[src/design/i2cseq_pkg.sv]
// ---------------------------------------------------------------------------
// i2cseq_pkg
// Shared types and codes of the i2c register transaction sequencer.
// ---------------------------------------------------------------------------
`timescale 1ns / 1ps
`default_nettype none

package i2cseq_pkg;

   // input beat kinds
   localparam logic [1:0] KIND_REQ  = 2'd0;
   localparam logic [1:0] KIND_DATA = 2'd1;
   localparam logic [1:0] KIND_DONE = 2'd2;

   // engine completion codes
   localparam logic [1:0] ES_OK      = 2'd0;
   localparam logic [1:0] ES_TIMEOUT = 2'd1;

   // byte engine commands
   localparam logic [2:0] CMD_NONE   = 3'd0;
   localparam logic [2:0] CMD_START  = 3'd1;
   localparam logic [2:0] CMD_SEND   = 3'd2;
   localparam logic [2:0] CMD_RSTART = 3'd3;
   localparam logic [2:0] CMD_RXACK  = 3'd4;
   localparam logic [2:0] CMD_RXNACK = 3'd5;
   localparam logic [2:0] CMD_STOP   = 3'd6;

   // transaction status codes
   localparam logic [2:0] ST_OK        = 3'd0;
   localparam logic [2:0] ST_TIMEOUT   = 3'd1;
   localparam logic [2:0] ST_ARB_LOST  = 3'd2;
   localparam logic [2:0] ST_ADDR_NACK = 3'd3;
   localparam logic [2:0] ST_DATA_NACK = 3'd4;

   typedef enum logic [6:0] {
      PH_IDLE   = 7'b0000001,
      PH_START  = 7'b0000010,
      PH_REGB   = 7'b0000100,
      PH_WAITD  = 7'b0001000,
      PH_SENDD  = 7'b0010000,
      PH_RSTART = 7'b0100000,
      PH_RECV   = 7'b1000000
   } phase_type;

   typedef struct packed {
      logic [1:0]  kind;
      logic        is_read;
      logic [6:0]  dev_addr;
      logic [7:0]  reg_addr;
      logic [15:0] transfer_length;
      logic [7:0]  write_byte;
      logic [1:0]  engine_status;
      logic        ack_missing;
      logic [7:0]  rx_byte;
   } item_type;

   typedef struct packed {
      logic [2:0] bus_command;
      logic [7:0] command_byte;
      logic [7:0] read_data;
      logic       read_valid;
      logic       need_write_byte;
      logic       done_res;
      logic [2:0] status;
   } result_type;

   function automatic logic [2:0] err_code(input logic [1:0] es);
      err_code = (es == ES_TIMEOUT) ? ST_TIMEOUT : ST_ARB_LOST;
   endfunction

endpackage

`default_nettype wire

[src/design/i2cseq_fsm.sv]
// ---------------------------------------------------------------------------
// i2cseq_fsm
// Transaction phase machine: takes one event per cycle while fire is high,
// updates the transaction state and forms the result beat, if any.
// ---------------------------------------------------------------------------
`timescale 1ns / 1ps
`default_nettype none

module i2cseq_fsm (
   input  wire                     clock,
   input  wire                     reset,
   input  wire                     fire,
   input  i2cseq_pkg::item_type    item,
   output logic                    has_result,
   output i2cseq_pkg::result_type  result
);

   i2cseq_pkg::phase_type phase_ff, phase_in;
   logic        dir_read_ff, dir_read_in;
   logic [6:0]  target_ff, target_in;
   logic [7:0]  regb_ff, regb_in;
   logic [15:0] left_ff, left_in;
   logic [15:0] left_m1;
   logic        es_err;

   assign left_m1 = left_ff - 16'd1;
   assign es_err  = (item.engine_status != i2cseq_pkg::ES_OK);

   always_comb begin
      phase_in    = phase_ff;
      dir_read_in = dir_read_ff;
      target_in   = target_ff;
      regb_in     = regb_ff;
      left_in     = left_ff;
      has_result  = 1'b0;
      result      = '0;
      case (item.kind)
         i2cseq_pkg::KIND_REQ: begin
            if (phase_ff == i2cseq_pkg::PH_IDLE) begin
               dir_read_in         = item.is_read;
               target_in           = item.dev_addr;
               regb_in             = item.reg_addr;
               left_in             = item.transfer_length;
               phase_in            = i2cseq_pkg::PH_START;
               has_result          = 1'b1;
               result.bus_command  = i2cseq_pkg::CMD_START;
               result.command_byte = {item.dev_addr, 1'b0};
            end
         end
         i2cseq_pkg::KIND_DATA: begin
            if (phase_ff == i2cseq_pkg::PH_WAITD) begin
               phase_in            = i2cseq_pkg::PH_SENDD;
               has_result          = 1'b1;
               result.bus_command  = i2cseq_pkg::CMD_SEND;
               result.command_byte = item.write_byte;
            end
         end
         i2cseq_pkg::KIND_DONE: begin
            has_result = 1'b1;
            case (phase_ff)
               i2cseq_pkg::PH_START: begin
                  if (es_err) begin
                     // failed first start: no stop
                     phase_in        = i2cseq_pkg::PH_IDLE;
                     result.done_res = 1'b1;
                     result.status   = i2cseq_pkg::err_code(item.engine_status);
                  end else if (item.ack_missing) begin
                     phase_in           = i2cseq_pkg::PH_IDLE;
                     result.bus_command = i2cseq_pkg::CMD_STOP;
                     result.done_res    = 1'b1;
                     result.status      = i2cseq_pkg::ST_ADDR_NACK;
                  end else begin
                     phase_in            = i2cseq_pkg::PH_REGB;
                     result.bus_command  = i2cseq_pkg::CMD_SEND;
                     result.command_byte = regb_ff;
                  end
               end
               i2cseq_pkg::PH_REGB: begin
                  if (es_err || item.ack_missing) begin
                     phase_in           = i2cseq_pkg::PH_IDLE;
                     result.bus_command = i2cseq_pkg::CMD_STOP;
                     result.done_res    = 1'b1;
                     result.status      = es_err ?
                        i2cseq_pkg::err_code(item.engine_status) :
                        i2cseq_pkg::ST_DATA_NACK;
                  end else if (dir_read_ff) begin
                     phase_in            = i2cseq_pkg::PH_RSTART;
                     result.bus_command  = i2cseq_pkg::CMD_RSTART;
                     result.command_byte = {target_ff, 1'b1};
                  end else if (left_ff == 16'd0) begin
                     phase_in           = i2cseq_pkg::PH_IDLE;
                     result.bus_command = i2cseq_pkg::CMD_STOP;
                     result.done_res    = 1'b1;
                  end else begin
                     phase_in               = i2cseq_pkg::PH_WAITD;
                     result.need_write_byte = 1'b1;
                  end
               end
               i2cseq_pkg::PH_SENDD: begin
                  if (es_err || item.ack_missing) begin
                     phase_in           = i2cseq_pkg::PH_IDLE;
                     result.bus_command = i2cseq_pkg::CMD_STOP;
                     result.done_res    = 1'b1;
                     result.status      = es_err ?
                        i2cseq_pkg::err_code(item.engine_status) :
                        i2cseq_pkg::ST_DATA_NACK;
                  end else begin
                     left_in = left_m1;
                     if (left_m1 == 16'd0) begin
                        phase_in           = i2cseq_pkg::PH_IDLE;
                        result.bus_command = i2cseq_pkg::CMD_STOP;
                        result.done_res    = 1'b1;
                     end else begin
                        phase_in               = i2cseq_pkg::PH_WAITD;
                        result.need_write_byte = 1'b1;
                     end
                  end
               end
               i2cseq_pkg::PH_RSTART: begin
                  if (es_err || item.ack_missing) begin
                     phase_in           = i2cseq_pkg::PH_IDLE;
                     result.bus_command = i2cseq_pkg::CMD_STOP;
                     result.done_res    = 1'b1;
                     result.status      = es_err ?
                        i2cseq_pkg::err_code(item.engine_status) :
                        i2cseq_pkg::ST_ADDR_NACK;
                  end else if (left_ff == 16'd0) begin
                     phase_in           = i2cseq_pkg::PH_IDLE;
                     result.bus_command = i2cseq_pkg::CMD_STOP;
                     result.done_res    = 1'b1;
                  end else begin
                     phase_in           = i2cseq_pkg::PH_RECV;
                     result.bus_command = (left_ff == 16'd1) ?
                        i2cseq_pkg::CMD_RXNACK : i2cseq_pkg::CMD_RXACK;
                  end
               end
               i2cseq_pkg::PH_RECV: begin
                  // ack_missing means nothing on receives
                  if (es_err) begin
                     phase_in           = i2cseq_pkg::PH_IDLE;
                     result.bus_command = i2cseq_pkg::CMD_STOP;
                     result.done_res    = 1'b1;
                     result.status      = i2cseq_pkg::err_code(item.engine_status);
                  end else begin
                     left_in           = left_m1;
                     result.read_data  = item.rx_byte;
                     result.read_valid = 1'b1;
                     if (left_m1 == 16'd0) begin
                        phase_in           = i2cseq_pkg::PH_IDLE;
                        result.bus_command = i2cseq_pkg::CMD_STOP;
                        result.done_res    = 1'b1;
                     end else begin
                        result.bus_command = (left_m1 == 16'd1) ?
                           i2cseq_pkg::CMD_RXNACK : i2cseq_pkg::CMD_RXACK;
                     end
                  end
               end
               default: begin
                  has_result = 1'b0;
               end
            endcase
         end
         default: begin
            has_result = 1'b0;
         end
      endcase
   end

   always_ff @(posedge clock) begin
      if (reset) begin
         phase_ff    <= i2cseq_pkg::PH_IDLE;
         dir_read_ff <= 1'b0;
         target_ff   <= '0;
         regb_ff     <= '0;
         left_ff     <= '0;
      end else if (fire) begin
         phase_ff    <= phase_in;
         dir_read_ff <= dir_read_in;
         target_ff   <= target_in;
         regb_ff     <= regb_in;
         left_ff     <= left_in;
      end
   end

endmodule

`default_nettype wire

[src/design/i2c_register_transaction_sequencer_unit.sv]
// ---------------------------------------------------------------------------
// i2c_register_transaction_sequencer_unit
// Byte-level I2C master sequencer for one register read or write transaction.
// ---------------------------------------------------------------------------
// Takes one event beat per cycle unless req_stall is high: a request, a
// write data byte or a byte engine completion. Each beat is latched in an
// input register, handled by the phase machine once the result register is
// free or draining, and its result (if any) is held in the result register;
// the block sustains one beat per clock while the result side keeps up.
// Beats that make no sense in the current phase produce no result.
`timescale 1ns / 1ps
`default_nettype none

module i2c_register_transaction_sequencer_unit (
   input  wire          clock,
   input  wire          reset,
   input  wire          req_valid,
   output logic         req_stall,
   input  wire  [1:0]   req_kind,
   input  wire          req_is_read,
   input  wire  [6:0]   req_dev_addr,
   input  wire  [7:0]   req_reg_addr,
   input  wire  [15:0]  req_transfer_length,
   input  wire  [7:0]   req_write_byte,
   input  wire  [1:0]   req_engine_status,
   input  wire          req_ack_missing,
   input  wire  [7:0]   req_rx_byte,
   output logic         rsp_valid,
   input  wire          rsp_stall,
   output logic [2:0]   rsp_bus_command,
   output logic [7:0]   rsp_command_byte,
   output logic [7:0]   rsp_read_data,
   output logic         rsp_read_valid,
   output logic         rsp_need_write_byte,
   output logic         rsp_done_res,
   output logic [2:0]   rsp_status
);

   logic                   in_valid_ff, in_valid_in;
   i2cseq_pkg::item_type   in_item_ff;
   logic                   out_valid_ff, out_valid_in;
   i2cseq_pkg::result_type out_res_ff;
   logic                   fire;
   logic                   accept;
   logic                   has_result;
   i2cseq_pkg::result_type result;

   // process the held beat when the result slot is free or draining
   assign fire      = in_valid_ff && (!out_valid_ff || !rsp_stall);
   assign req_stall = in_valid_ff && !fire;
   assign accept    = req_valid && !req_stall;

   always_comb begin
      in_valid_in = in_valid_ff;
      if (accept) begin
         in_valid_in = 1'b1;
      end else if (fire) begin
         in_valid_in = 1'b0;
      end
      out_valid_in = out_valid_ff;
      if (fire) begin
         out_valid_in = has_result;
      end else if (!rsp_stall) begin
         out_valid_in = 1'b0;
      end
   end

   always_ff @(posedge clock) begin
      if (reset) begin
         in_valid_ff  <= 1'b0;
         out_valid_ff <= 1'b0;
      end else begin
         in_valid_ff  <= in_valid_in;
         out_valid_ff <= out_valid_in;
      end
   end

   always_ff @(posedge clock) begin
      if (accept) begin
         in_item_ff <= '{kind:            req_kind,
                         is_read:         req_is_read,
                         dev_addr:        req_dev_addr,
                         reg_addr:        req_reg_addr,
                         transfer_length: req_transfer_length,
                         write_byte:      req_write_byte,
                         engine_status:   req_engine_status,
                         ack_missing:     req_ack_missing,
                         rx_byte:         req_rx_byte};
      end
      if (fire && has_result) begin
         out_res_ff <= result;
      end
   end

   i2cseq_fsm u_fsm (
      .clock      (clock),
      .reset      (reset),
      .fire       (fire),
      .item       (in_item_ff),
      .has_result (has_result),
      .result     (result)
   );

   assign rsp_valid           = out_valid_ff;
   assign rsp_bus_command     = out_res_ff.bus_command;
   assign rsp_command_byte    = out_res_ff.command_byte;
   assign rsp_read_data       = out_res_ff.read_data;
   assign rsp_read_valid      = out_res_ff.read_valid;
   assign rsp_need_write_byte = out_res_ff.need_write_byte;
   assign rsp_done_res        = out_res_ff.done_res;
   assign rsp_status          = out_res_ff.status;

endmodule

`default_nettype wire

[config.mk]
export PLATFORM = sky130hd
export DESIGN_NAME = i2c_register_transaction_sequencer_unit
export DESIGN_NICKNAME = d
export VERILOG_FILES = /design/src/design/i2cseq_pkg.sv /design/src/design/i2cseq_fsm.sv /design/src/design/i2c_register_transaction_sequencer_unit.sv
export SDC_FILE = /design/constraint.sdc
export NUM_CORES = 1
export LEC_CHECK = 0
export ABC_AREA = 0
export BUFFER_PORTS_ARGS = -buffer_cell sky130_fd_sc_hd__buf_2
export CORE_AREA = 2 2 109 111
export DETAILED_ROUTE_END_ITERATION = 8
export DIE_AREA = 0 0 111 113
export PLACE_DENSITY_LB_ADDON = 0.08
export REMOVE_ABC_BUFFERS = 1
export SYNTH_ARGS = -nofsm -noshare
export SYNTH_HDL_FRONTEND = slang
export SYNTH_SLANG_ARGS = --single-unit
[constraint.sdc]
create_clock -name clock -period 4.03 [get_ports clock]
set_clock_uncertainty 0.2 [all_clocks]
set_input_delay 1.0075 -clock clock [delete_from_list [all_inputs] [get_ports clock]]
set_output_delay 1.0075 -clock clock [all_outputs]
set_load 0.01 [all_outputs]
==> results.py <==
metrics = {
    "route": {
        "wire_per_inst_um": 18.2,
        "drtPass1Iterations": 5,
        "vias": 4334,
        "finalWirelength_mm": 13.6,
        "drc": 0,
        "drt_iter0_drc": 293,
        "viasPerCell": 5.81,
        "antenna_left": 0,
    },
    "critical_path": {
        "worstSetupStartpointType": "flop",
        "rr_startpoint": "u_fsm.left_ff[0]",
        "crit_fanout": 9,
        "cp-end-kind": "flop",
        "path_class": "reg -> reg",
        "startpoint": "u_fsm.left_ff[0]",
        "crit_arrival_ns": 3.76,
        "required_ns": 4.13,
    },
    "synth": {
        "async_flop_share_pct": 0,
        "synth_area_um2": 5630,
        "syn_avg_cell_area_um2": 11.0,
        "synth_edf_count": 78,
        "synthTopCellsByArea": "edfxtp_1 (42%), dfxtp_1 (15%), nor2_1 (3.6%)",
        "yosysWarnings": 0,
        "synth-seq-area-share_pct": 56.2,
        "ys_types": 69,
        "synth_seq_cells": 119,
        "synthCells": 511,
        "yosys.area.top_type": "edfxtp_1",
        "yosysTopAreaCellShare_pct": 41.6,
        "yosys_most_used_dff": "edfxtp_1",
    },
    "clock_network": {
        "worstSkewPairLatency_ns": 0.41,
        "cts_htree_levels": 4,
        "ctsHoldBuffers": 0,
        "clockBufferDepth": 2,
        "clockRootBuffer": "clkbuf_16",
        "cts_buffers": 17,
        "cts_tree": "done",
        "cts.sinks": 119,
        "clk_pin_slew_ns": 0.06,
        "cts_resized": 0,
        "post_cts_buffers": 0,
    },
    "placed_design": {
        "gp_congestion": 0.897,
        "io_buffers": 83,
        "hpwl_mm": 9.24,
        "numPlacedInstances": 714,
    },
    "grt": {
        "grt-ovfl-total": 0,
        "antenna_found_initial": 0,
        "track_usage_pct": 22.4,
        "grt_max_degree": 35,
        "grt_first_pass_wirelength_mm": 21.9,
        "grt_pass1_vias": 4208,
    },
    "run_status": {
        "status": "complete, no violations",
    },
    "timing": {
        "fin_crit_sh_pct": 90.9,
        "fin_setup_tns_ns": 0,
        "min_period_ns": 3.66,
        "fmax_ghz": 0.273,
        "hold_viol": 0,
        "slew_headroom_pct": 44.7,
        "setup_viol": 0,
        "worstMarginPinSlew_ns": 0.826,
        "hold_slack_ns": 0.286,
        "rsz0062_at_grt": "no",
        "drv_slew": 0,
    },
    "floorplan": {
        "die_height_um": 113,
        "initial_utilization_pct": 49.9,
        "chipWidth_um": 111,
        "ios": 84,
        "core_um2": 11300,
        "die_area_um2": 12500,
        "num_rows": 39,
    },
    "cells_and_area": {
        "syn_to_final_growth_pct": 21.2,
        "drive_gt1_share_pct": 22.7,
        "nNetsFinal": 655,
        "final_cell_mix": "buf_2 (83), edfxtp_1 (78), nor2_1 (54)",
        "instances_no_fill": 746,
        "n_antenna_cell": 0,
        "final_common_cell": "buf_2",
    },
    "worst_hold_path": {
        "min_from": "in_item_ff[40]",
        "hold_class": "reg -> reg",
    },
    "pwr": {
        "ir_drop_uv": 385,
        "power_mw": 3.25,
        "leakage_nw": 2.62,
        "power_density_nw_per_um2": 477,
    },
    "job": {
        "drv_cap": 0,
    },
}
## synth_stat cells (11+ instances only)
library cell / n
a21oi_1: 17
a22oi_1: 22
clkbuf_1: 26
dfxtp_1: 41
edfxtp_1: 78
inv_1: 11
mux2i_1: 20
nand2_1: 26
nand3_1: 12
nor2_1: 54
nor2b_1: 16
nor3_1: 12
o21ai_0: 24
## layer usage
layer  routed length [µm]  global-route usage [%]  vias up  part of all wire [%]
met5                    0                       0        -                     0
met4                  119                    5.67        0                  0.88
met3                  879                    6.21       12                   6.5
met2                 6250                    35.1      168                    46
met1                 6320                    31.3     2050                    47
li1                     -                       -     2104                     -
## registers in the layout (all words and copies together), names as in the netlist
register / count
u_fsm.target_ff: 7
rsp_valid: 1
in_valid_ff: 1
rsp_bus_command: 3
u_fsm.regb_ff: 8
rsp_read_valid: 1
rsp_read_data: 8
rsp_done_res: 1
u_fsm.dir_read_ff: 1
u_fsm.left_ff: 16
u_fsm.phase_ff: 7
in_item_ff: 53
rsp_need_write_byte: 1
rsp_status: 3
rsp_command_byte: 8
## stage by stage
stage / utilization [%] / area [µm²] / worst slack, ns
after floorplan: - / 5470 / -0.254
after global placement: 54.8 / 6180 / 0.568
after detailed placement: 54.8 / 6180 / 0.413
after CTS: 60.5 / 6820 / 0.396
after global routing: 60.5 / 6820 / 0.126
final: 60.5 / 6820 / 0.369
## cell families (layout without fill, tap and decap cells)
| group | count (synthesis) | count (layout) | synth area share, % |
|---|---|---|---|
| compound gates | 126 | 126 | 16.0 |
| xor+xnor | 4 | 4 | 0.622 |
| fa+ha+maj | 8 | 8 | 1.78 |
| buf+inv | 45 | 137 | 3.49 |
| flops | 119 | 119 | 56.2 |
| mux | 22 | 22 | 4.02 |
| simple gates | 187 | 187 | 17.9 |
## area by class of cell
type | instances | area (µm²)
Fill cell | 949 | 4450
Clock buffer | 20 | 447
Timing Repair Buffer | 94 | 510
Sequential cell | 119 | 3160
Clock inverter | 12 | 198
Tap cell | 143 | 179
Multi-Input combinational cell | 347 | 2280
Inverter | 11 | 41.3
## report_power, final
group          leakage, nW  internal [mW]  switching [mW]
sequential            1.05           1.35          0.0280
combinational         1.26         0.0925           0.136
clock                0.312           1.11           0.534
total                 2.62           2.55           0.699
## worst paths after layout
kind,endpoint,slack [ns],cells past startpoint
worst max-delay path,u_fsm.phase_ff[1],0.37,8
worst min-delay path,u_fsm.regb_ff[5],0.29,2
worst max register to register,u_fsm.phase_ff[1],0.37,8
worst min register to register,u_fsm.regb_ff[5],0.29,2
## critical path, cell delays in order (launching register included)
cell,delay [ns]
dfxtp_1,0.38
inv_1,0.15
ha_1,0.25
nor3b_1,0.71
xnor2_1,0.21
or3b_2,0.50
a2111oi_4,0.33
o221a_1,0.48
mux2_4,0.33
Note: power is estimated with default switching activity, not from simulation.
